`src/rtl/pcf_pkg.sv`:
```
// package: conversion codes, character constants and digit lookup
`timescale 1ns / 1ps
`default_nettype none

package pcf_pkg;

  // conversion codes (ascii)
  localparam logic [7:0] CODE_D       = 8'h64;  // d
  localparam logic [7:0] CODE_I       = 8'h69;  // i
  localparam logic [7:0] CODE_U       = 8'h75;  // u
  localparam logic [7:0] CODE_XL      = 8'h78;  // x
  localparam logic [7:0] CODE_XU      = 8'h58;  // X
  localparam logic [7:0] CODE_P       = 8'h70;  // p
  localparam logic [7:0] CODE_C       = 8'h63;  // c
  localparam logic [7:0] CODE_PERCENT = 8'h25;  // %

  // emitted characters
  localparam logic [7:0] CHAR_MINUS   = 8'h2d;
  localparam logic [7:0] CHAR_ZERO    = 8'h30;
  localparam logic [7:0] CHAR_X       = 8'h78;
  localparam logic [7:0] CHAR_PERCENT = 8'h25;

  // digit count of each number kind
  localparam logic [4:0] DEC_DIGITS = 5'd10;
  localparam logic [4:0] HEX32_DIGITS = 5'd8;
  localparam logic [4:0] HEX64_DIGITS = 5'd16;

  // nibble to ascii digit, decimal digits share the hex table
  function automatic logic [7:0] digit_char(input logic [3:0] nib, input logic upper);
    logic [7:0] ch;
    case (nib)
      4'h0: ch = 8'h30;
      4'h1: ch = 8'h31;
      4'h2: ch = 8'h32;
      4'h3: ch = 8'h33;
      4'h4: ch = 8'h34;
      4'h5: ch = 8'h35;
      4'h6: ch = 8'h36;
      4'h7: ch = 8'h37;
      4'h8: ch = 8'h38;
      4'h9: ch = 8'h39;
      4'ha: ch = upper ? 8'h41 : 8'h61;
      4'hb: ch = upper ? 8'h42 : 8'h62;
      4'hc: ch = upper ? 8'h43 : 8'h63;
      4'hd: ch = upper ? 8'h44 : 8'h64;
      4'he: ch = upper ? 8'h45 : 8'h65;
      4'hf: ch = upper ? 8'h46 : 8'h66;
      default: ch = 8'h30;
    endcase
    return ch;
  endfunction

endpackage

`default_nettype wire

```
`src/rtl/pcf_in_if.sv`:
```
// interface: conversion request channel
`timescale 1ns / 1ps
`default_nettype none

interface pcf_in_if;
  logic        valid;
  logic        ready;
  logic [7:0]  conv_code;
  logic [63:0] arg_value;

  modport source (output valid, output conv_code, output arg_value, input ready);
  modport sink (input valid, input conv_code, input arg_value, output ready);
endinterface

`default_nettype wire

```
`src/rtl/pcf_out_if.sv`:
```
// interface: formatted character channel
`timescale 1ns / 1ps
`default_nettype none

interface pcf_out_if;
  logic       valid;
  logic       ready;
  logic [7:0] out_char;
  logic       last_char;

  modport source (output valid, output out_char, output last_char, input ready);
  modport sink (input valid, input out_char, input last_char, output ready);
endinterface

`default_nettype wire

```
`src/rtl/printf_conversion_formatter.sv`:
```
// top level: printf integer conversion to a stream of ascii characters
`timescale 1ns / 1ps
`default_nettype none

// channel    dir  handshake            payload
// in_chan    in   valid/ready          conv_code[7:0], arg_value[63:0]
// out_chan   out  valid/ready          out_char[7:0], last_char
//
// one conversion at a time; in_chan.ready is high only between conversions
// decimal: accept, bit-serial binary to bcd conversion of the 32-bit value, a
//   minus for a negative value, leading zeros skipped, then the digits
// hex: accept, the 0x prefix for p only, leading zeros skipped, then the
//   digits, at most 8 for x and 16 for p
// c and %: accept, then the one character; unknown codes return to idle at once
// rst_n is synchronous; an out_chan stall holds the output register and
// pauses emission, the next conversion is taken while the final character
// still waits

module printf_conversion_formatter (
  input  wire       clk,
  input  wire       rst_n,
  pcf_in_if.sink    in_chan,
  pcf_out_if.source out_chan
);

  typedef enum logic [2:0] {
    ST_IDLE,
    ST_CONV,
    ST_PRE,
    ST_SKIP,
    ST_EMIT
  } state_t;

  state_t      state_r, state_nxt;
  logic [31:0] bin_r, bin_nxt;       // binary value shifting into the bcd digits
  logic [63:0] num_r, num_nxt;       // digit nibbles, most significant at the top
  logic [4:0]  cnt_r, cnt_nxt;       // conversion bit counter
  logic [4:0]  ndig_r, ndig_nxt;     // nibbles left in num_r
  logic [15:0] pre_r, pre_nxt;       // prefix characters, first at the top
  logic [1:0]  pre_n_r, pre_n_nxt;   // prefix characters left
  logic        only_r, only_nxt;     // prefix is the whole conversion
  logic        upper_r, upper_nxt;   // upper case hex letters

  logic        out_valid_r, out_valid_nxt;
  logic [7:0]  out_char_r, out_char_nxt;
  logic        out_last_r, out_last_nxt;

  logic        slot_free;
  logic [31:0] low32;
  logic [31:0] neg32;
  logic [39:0] bcd_adj;              // bcd digits after the add-3 correction

  assign slot_free = !out_valid_r || out_chan.ready;
  assign low32     = in_chan.arg_value[31:0];
  assign neg32     = ~low32 + 32'd1;

  assign in_chan.ready      = (state_r == ST_IDLE);
  assign out_chan.valid     = out_valid_r;
  assign out_chan.out_char  = out_char_r;
  assign out_chan.last_char = out_last_r;

  // double dabble correction: each bcd digit of 5 or more gets 3 added
  always_comb begin
    for (int k = 0; k < 10; k++) begin
      bcd_adj[39 - 4*k -: 4] = (num_r[63 - 4*k -: 4] >= 4'd5) ?
                               num_r[63 - 4*k -: 4] + 4'd3 : num_r[63 - 4*k -: 4];
    end
  end

  always_comb begin
    state_nxt     = state_r;
    bin_nxt       = bin_r;
    num_nxt       = num_r;
    cnt_nxt       = cnt_r;
    ndig_nxt      = ndig_r;
    pre_nxt       = pre_r;
    pre_n_nxt     = pre_n_r;
    only_nxt      = only_r;
    upper_nxt     = upper_r;
    out_char_nxt  = out_char_r;
    out_last_nxt  = out_last_r;
    out_valid_nxt = out_valid_r && !out_chan.ready;

    case (state_r)
      ST_IDLE: begin
        if (in_chan.valid) begin
          cnt_nxt   = 5'd31;
          num_nxt   = '0;
          pre_nxt   = '0;
          pre_n_nxt = 2'd0;
          only_nxt  = 1'b0;
          upper_nxt = 1'b0;
          case (in_chan.conv_code)
            pcf_pkg::CODE_D, pcf_pkg::CODE_I: begin
              // negative values print a minus and the two's complement magnitude
              bin_nxt   = low32[31] ? neg32 : low32;
              pre_nxt   = {pcf_pkg::CHAR_MINUS, 8'h00};
              pre_n_nxt = {1'b0, low32[31]};
              ndig_nxt  = pcf_pkg::DEC_DIGITS;
              state_nxt = ST_CONV;
            end
            pcf_pkg::CODE_U: begin
              bin_nxt   = low32;
              ndig_nxt  = pcf_pkg::DEC_DIGITS;
              state_nxt = ST_CONV;
            end
            pcf_pkg::CODE_XL, pcf_pkg::CODE_XU: begin
              num_nxt   = {low32, 32'h0};
              ndig_nxt  = pcf_pkg::HEX32_DIGITS;
              upper_nxt = (in_chan.conv_code == pcf_pkg::CODE_XU);
              state_nxt = ST_SKIP;
            end
            pcf_pkg::CODE_P: begin
              num_nxt   = in_chan.arg_value;
              ndig_nxt  = pcf_pkg::HEX64_DIGITS;
              pre_nxt   = {pcf_pkg::CHAR_ZERO, pcf_pkg::CHAR_X};
              pre_n_nxt = 2'd2;
              state_nxt = ST_PRE;
            end
            pcf_pkg::CODE_C: begin
              pre_nxt   = {in_chan.arg_value[7:0], 8'h00};
              pre_n_nxt = 2'd1;
              only_nxt  = 1'b1;
              state_nxt = ST_PRE;
            end
            pcf_pkg::CODE_PERCENT: begin
              pre_nxt   = {pcf_pkg::CHAR_PERCENT, 8'h00};
              pre_n_nxt = 2'd1;
              only_nxt  = 1'b1;
              state_nxt = ST_PRE;
            end
            default: begin
              // unknown code: nothing to print
              state_nxt = ST_IDLE;
            end
          endcase
        end
      end

      ST_CONV: begin
        // one binary bit enters the bcd digits per cycle
        {num_nxt[63:24], bin_nxt} = {bcd_adj[38:0], bin_r, 1'b0};
        cnt_nxt = cnt_r - 5'd1;
        if (cnt_r == 5'd0) begin
          state_nxt = (pre_n_r != 2'd0) ? ST_PRE : ST_SKIP;
        end
      end

      ST_PRE: begin
        if (slot_free) begin
          out_valid_nxt = 1'b1;
          out_char_nxt  = pre_r[15:8];
          out_last_nxt  = only_r && (pre_n_r == 2'd1);
          pre_nxt       = {pre_r[7:0], 8'h00};
          pre_n_nxt     = pre_n_r - 2'd1;
          if (pre_n_r == 2'd1) begin
            state_nxt = only_r ? ST_IDLE : ST_SKIP;
          end
        end
      end

      ST_SKIP: begin
        // drop leading zero digits, always keep the last one
        if ((num_r[63:60] == 4'h0) && (ndig_r != 5'd1)) begin
          num_nxt  = {num_r[59:0], 4'h0};
          ndig_nxt = ndig_r - 5'd1;
        end else begin
          state_nxt = ST_EMIT;
        end
      end

      ST_EMIT: begin
        if (slot_free) begin
          out_valid_nxt = 1'b1;
          out_char_nxt  = pcf_pkg::digit_char(num_r[63:60], upper_r);
          out_last_nxt  = (ndig_r == 5'd1);
          num_nxt       = {num_r[59:0], 4'h0};
          ndig_nxt      = ndig_r - 5'd1;
          if (ndig_r == 5'd1) begin
            state_nxt = ST_IDLE;
          end
        end
      end

      default: begin
        state_nxt = ST_IDLE;
      end
    endcase
  end

  always_ff @(posedge clk) begin
    if (!rst_n) begin
      state_r     <= ST_IDLE;
      out_valid_r <= 1'b0;
    end else begin
      state_r     <= state_nxt;
      out_valid_r <= out_valid_nxt;
    end
    bin_r      <= bin_nxt;
    num_r      <= num_nxt;
    cnt_r      <= cnt_nxt;
    ndig_r     <= ndig_nxt;
    pre_r      <= pre_nxt;
    pre_n_r    <= pre_n_nxt;
    only_r     <= only_nxt;
    upper_r    <= upper_nxt;
    out_char_r <= out_char_nxt;
    out_last_r <= out_last_nxt;
  end

endmodule

`default_nettype wire
```
`src/flat_wrapper.sv`:
```
// flat-port wrapper written by rule: the top's interface ports become plain ports
module printf_conversion_formatter_flat 
  (clk, rst_n, in_chan_valid, in_chan_conv_code, in_chan_arg_value, in_chan_ready, out_chan_valid, out_chan_out_char, out_chan_last_char, out_chan_ready);
  pcf_in_if in_chan_i ();
  pcf_out_if out_chan_i ();
  input  wire clk;
  input  wire rst_n;
  input wire logic [$bits(in_chan_i.valid)-1:0] in_chan_valid;
  input wire logic [$bits(in_chan_i.conv_code)-1:0] in_chan_conv_code;
  input wire logic [$bits(in_chan_i.arg_value)-1:0] in_chan_arg_value;
  output wire logic [$bits(in_chan_i.ready)-1:0] in_chan_ready;
  output wire logic [$bits(out_chan_i.valid)-1:0] out_chan_valid;
  output wire logic [$bits(out_chan_i.out_char)-1:0] out_chan_out_char;
  output wire logic [$bits(out_chan_i.last_char)-1:0] out_chan_last_char;
  input wire logic [$bits(out_chan_i.ready)-1:0] out_chan_ready;
  assign in_chan_i.valid = in_chan_valid;
  assign in_chan_i.conv_code = in_chan_conv_code;
  assign in_chan_i.arg_value = in_chan_arg_value;
  assign in_chan_ready = in_chan_i.ready;
  assign out_chan_valid = out_chan_i.valid;
  assign out_chan_out_char = out_chan_i.out_char;
  assign out_chan_last_char = out_chan_i.last_char;
  assign out_chan_i.ready = out_chan_ready;
  printf_conversion_formatter u_core (.clk(clk), .rst_n(rst_n), .in_chan(in_chan_i), .out_chan(out_chan_i));
endmodule
```
`config.mk`:
```
export PLATFORM = sky130hd
export DESIGN_NAME = printf_conversion_formatter_flat
export DESIGN_NICKNAME = d
export VERILOG_FILES = /design/src/rtl/pcf_pkg.sv /design/src/rtl/pcf_in_if.sv /design/src/rtl/pcf_out_if.sv /design/src/rtl/printf_conversion_formatter.sv /design/src/flat_wrapper.sv
export SDC_FILE = /design/constraint.sdc
export NUM_CORES = 1
export LEC_CHECK = 0
export BUFFER_PORTS_ARGS = -buffer_cell sky130_fd_sc_hd__buf_2
export CAP_MARGIN = 25
export CORE_MARGIN = 2
export CORE_UTILIZATION = 64
export DETAILED_ROUTE_END_ITERATION = 8
export GPL_TIMING_DRIVEN = 0
export PLACE_DENSITY = 0.86
export SLEW_MARGIN = 10
export SYNTH_ARGS = -nofsm -noshare
export SYNTH_HDL_FRONTEND = slang
export SYNTH_SLANG_ARGS = --single-unit
```
`constraint.sdc`:
```
create_clock -name clk -period 6.6 [get_ports clk]
set_input_delay 0.33 -clock clk [delete_from_list [all_inputs] [get_ports clk]]
set_output_delay 0.33 -clock clk [all_outputs]
set_load 0.01 [all_outputs]
```
Yosys cells after proc, flatten, opt, wreduce, memory -nomap -nowiden --
Index checks and enable logic that the tools add are counted.
Word-level totals: memory bits (writable) 0, register bits after elaboration 139, memories 0, ROM bits 0, latch bits 0
Operators by class: multipliers 0, equality and inequality tests 40, shifts and indexed selects 0, bitwise logic cells 1, $lt $le $gt $ge 10, add/sub/neg operators 14, div/mod/pow operators 0, mux-type cells 62, reduce and logical (&&, ||, !) cells 30
Operator list (number):
- $mux 64 | 3
- $pmux 40 s4 | 1
- $pmux 32 s2 | 2
- $pmux 64 s2 | 1
- $pmux 8 s16 | 1
- $pmux 24 s3 | 1
- $mux 32 | 2
- $pmux 16 s4 | 1
- $eq 8x7->1 const B | 7
- $ge 4x3->1 const B | 10
- $add 4x2->4 const B | 9
- $mux 4 | 9
- $mux 6 | 6
- $add 32x1->32 const B | 1
- $eq 4x4->1 const B | 8
- $mux 16 | 2
- $not 32->32 | 1
- $pmux 16 s2 | 1
- $pmux 5 s3 | 2
- $mux 3 | 8
- $mux 5 | 4
- $eq 4x3->1 const B | 4
- $mux 8 | 2
- $pmux 8 s2 | 1
- other kinds (39) | 70

Depth between registers and ports, before layout --
depth in word-level cells 6, gate-level depth with buffers 7

Least setup slack after synthesis --
OpenSTA, ideal clock, no wires.
path type input -> register, start point in in_chan_conv_code[3], end point reg u_core.bin_r[0] (enable), setup time 466 ps, arrival 3365 ps, slack 2769 ps, required time 6134 ps, stages on the path 6, path through clkbuf_1 -> and3b_1 -> a21oi_1 -> o21ai_0 -> nand3_1 -> o21ai_0
On the way: cells in the longest elaborated chain, start to end 4, elaborated cells on any way between the ends 6
RTL lines:
- start, declared | RTL line flat_wrapper.sv:9 | input wire logic [$bits(in_chan_i.conv_code)-1:0] in_chan_conv_code;
- $eq 8x7->1 | RTL line printf_conversion_formatter.sv:93 | case (in_chan.conv_code)
- $reduce_or 2->1
- $ne 3x1->1 (no line) (*)
- $reduce_and 3->1 (no line) (*)
- end signal, assigned | RTL line printf_conversion_formatter.sv:199 | bin_r <= bin_nxt;
- end, declared | RTL line printf_conversion_formatter.sv:35 | logic [31:0] bin_r, bin_nxt;
Every way passes the cells marked *; elsewhere a longest branch is shown, timed or not. A chain may end at the register's enable or synchronous reset.

Worst setup path in the final report --
start point reg u_core.state_r[0], end point reg u_core.num_r[57], data pin
On the way: cells in the longest elaborated chain, start to end 2, elaborated cells on any way between the ends 5
RTL lines:
- start, declared | RTL line printf_conversion_formatter.sv:34 | state_t state_r, state_nxt;
- start signal, assigned | RTL line printf_conversion_formatter.sv:196 | state_r <= state_nxt;
- $eq 3x3->1, or another cell as far along | RTL line printf_conversion_formatter.sv:84 | case (state_r)
- $pmux 40 s4 (*) | RTL line printf_conversion_formatter.sv:84
- named net u_core.num_nxt[57] | RTL line printf_conversion_formatter.sv:36 | logic [63:0] num_r, num_nxt;
- end signal, assigned | RTL line printf_conversion_formatter.sv:200 | num_r <= num_nxt;
- end, declared | RTL line printf_conversion_formatter.sv:36
Mark *: on every way through the listed nets, which the timed path passes. The rest lies on a longest branch.

==> out/metrics.csv <==
metric,value,unit
status,"finished, final reports clean",
Power Total,2.072,mW
Post-CTS Setup Inserts,0,
Synth Cell Area,7973,µm²
kind of critical path,register to register,
io pins,87,
worst skew pair latency,0.44,ns
hold path depth,3,
Yosys warnings,0,
worst slew pin tran,0.9973,ns
Comb pwr share,0.112,
top cell family by delay on the critical path,simple AND/OR/NAND/NOR gates,
core footprint,12060,µm²
switching share of power,0.2504,
CP max FO,10,
CTS Hold Bufs,0,
Reg power frac,0.473,
"flops & latches, synth",132,
Vert. Die Dim,115.6,µm
Post-synth top flop,edfxtp_1,
Inst Count DP,1043,
Setup Viol. Count Final,0,
routability cong.,0.9884,
placed inst area,8683,µm²
drt first pass iters,9,
DP HPWL,17080,µm
clock sinks,132,
TritonCTS buffer count,17,
top cell type's share of synthesized area,0.4821,
Post-synth EDFFs,128,
Finished Cell Area,9230,µm²
crit path DAT,3.26,ns
number of diodes,0,
P_sw,0.5188,mW
Worst Setup Start Kind,register,
Pint,1.553,mW
FP Rows,40,
vias in the first global route,7040,
Critical Path Max Stage Delay,0.71,ns
clock tree root buffer cell,clkbuf_16,
skew final,0.006556,ns
Synth area leaders,"edfxtp_1 48%, nand2_1 5.2%, ha_1 4.4%",
"most common cell after layout, fill and taps aside",edfxtp_1,
global-route wire length before repair,36380,µm
Mapped Cells,790,
initial drt markers,1149,
"Buf+Inv Stages, Crit Path",2,
Final Hold Viols,0,
post-synthesis async set-or-reset flop share,0,
Setup Total Neg Slack,0,ns
total routed wirelength,23880,µm
port bufs,81,
post-synth top area cell,edfxtp_1,
"Slew Viols, Final",0,
Worst EP required,6.90,ns
die width,115.6,µm
crit-path cells,or3b_2 -> clkbuf_1 -> nand4_1 -> nor2_1 -> clkbuf_1 -> nand2_1 -> nand2_1,
CP max stage cell,nor2_1,
total via count in the routed design,7245,
most frequent cells in the layout,"128 x edfxtp_1, 110 x nand2_1, 91 x buf_2",
ratio of cells with drive above 1 in the final layout,0.1562,
Placement Setup Slack,3.785,ns
DR vias/cell,6.727,
WP depth,7,
clock buffer depth,2,
antenna violation net count after detailed routing,0,
Overflow after GRT,0,
Static Leak,3.460,nW
die area,13370,µm²
sequential area share after synthesis,0.4922,
pwr dens,224.4,nW/µm²
fmax,0.3371,GHz
Wirelength per Cell,22.17,µm
fin cells,1077,
hold slack,0.1609,ns
syn_nets,894,
type of the worst min-delay path,input port to register,
Nets,1000,
Clock Power Share,0.415,
CP Capture Type,register,
min setup slack post-route,3.634,ns
total of cells resized after clock tree synthesis,0,
DRC viols,0,
syn avg cell area,10.09,µm²
clock-pin transition on the worst setup and hold timing paths,0.06,ns
Final min period,2.966,ns
CTS tree,built,
RSZ-0062 raised after global routing,no,
H-tree depth,4,
Tcrit/Tclk final,0.4494,
initial core utilization,0.6610,
Yosys cell types,65,
maxcap violations,0,
Global Route Usage Sum,0.3684,
initial antenna violation count,0,
largest net degree at the start of global routing,26,
final core utilization,0.7652,
worst vdd ir,0.0001689,V
Layout area overhead,15.77,%
slew margin rel.,0.3351,
Reg2Reg Depth,7,
[registers in the layout, summed over array words and instances (netlist names)]
name and cells:
u_core.bin_r 32, u_core.cnt_r 5, u_core.ndig_r 5, u_core.num_r 64, u_core.only_r 1, u_core.out_chan.last_char 1, u_core.out_chan.out_char 8, u_core.out_chan.valid 1
u_core.pre_n_r 2, u_core.pre_r 9, u_core.state_r 3, u_core.upper_r 1
[per-layer routing]
metal | vias up | share of wire | GRT usage
met3 | 121 | 0.12 | 0.09257
met2 | 570 | 0.46 | 0.5715
met4 | 0 | 0.060 | 0.2135
met5 | - | 0 | 0
li1 | 3172 | - | -
met1 | 3382 | 0.36 | 0.4732
[cell type report]
type | instances | area [µm²]
sequential | 132 | 3924
multi-input combinational | 579 | 3765
fill | 772 | 2831
timing repair buffer | 87 | 495.5
clock buffer | 20 | 436.7
tap | 168 | 210.2
buffer | 42 | 170.2
inverter | 37 | 138.9
clock inverter | 12 | 90.09
[worst paths after layout]
path / startpoint / to / slack, ns
hold / removal: in_chan_arg_value[42] / u_core.num_r[42]$_DFFE_PP_ / 0.16
setup / recovery: u_core.state_r[0]$_SDFFE_PN0P_ / u_core.num_r[57]$_DFFE_PP_ / 3.63
setup reg to reg: u_core.state_r[0]$_SDFFE_PN0P_ / u_core.num_r[57]$_DFFE_PP_ / 3.63
hold reg to reg: u_core.pre_r[15]$_SDFFCE_PP0P_ / u_core.out_chan.out_char[7]$_SDFFCE_PN0P_ / 0.52
[Yosys cell counts, types with 11 or more instances]
master    instances
a21oi_1          53
a221o_1          21
a222oi_1         13
a22o_1           20
a31oi_1          11
clkbuf_1         29
edfxtp_1        128
ha_1             28
inv_1            37
nand2_1         110
nand2b_1         19
nor2_1           54
nor3_1           13
o21ai_0          68
xnor2_1          37
xor2_1           14
[power by group through the flow]
stage | Sequential [mW] | Clock, mW | Combinational (mW)
after CTS | 0.979 | 0.856 | 0.222
final | 0.980 | 0.861 | 0.231
after global routing | 0.983 | 0.893 | 0.247
after global placement | 0.996 | 0 | 0.200
after floorplan | 0.990 | 0 | 0.130
after detailed placement | 0.996 | 0 | 0.219
[worst register-to-register path: stages, from the launching register on]
cell	delay (ns)
dfxtp_1	0.46
or3b_2	0.17
clkbuf_1	0.33
nand4_1	0.30
nor2_1	0.71
clkbuf_1	0.61
nand2_1	0.15
nand2_1	0.10
[cell families (layout without fill, tap and decap cells)]
logic type	Yosys count	after routing	share of synthesized area
and+or+nand+nor	260	260	0.1627
DFF	132	132	0.4922
muxes	9	9	0.01208
AOI/OAI and AO/OA	231	231	0.1943
buffers and inverters	79	198	0.03876
xor gates and xnor gates	51	51	0.05603
adders and majority gates	28	28	0.04394
Power figures use the tool's default switching activity.
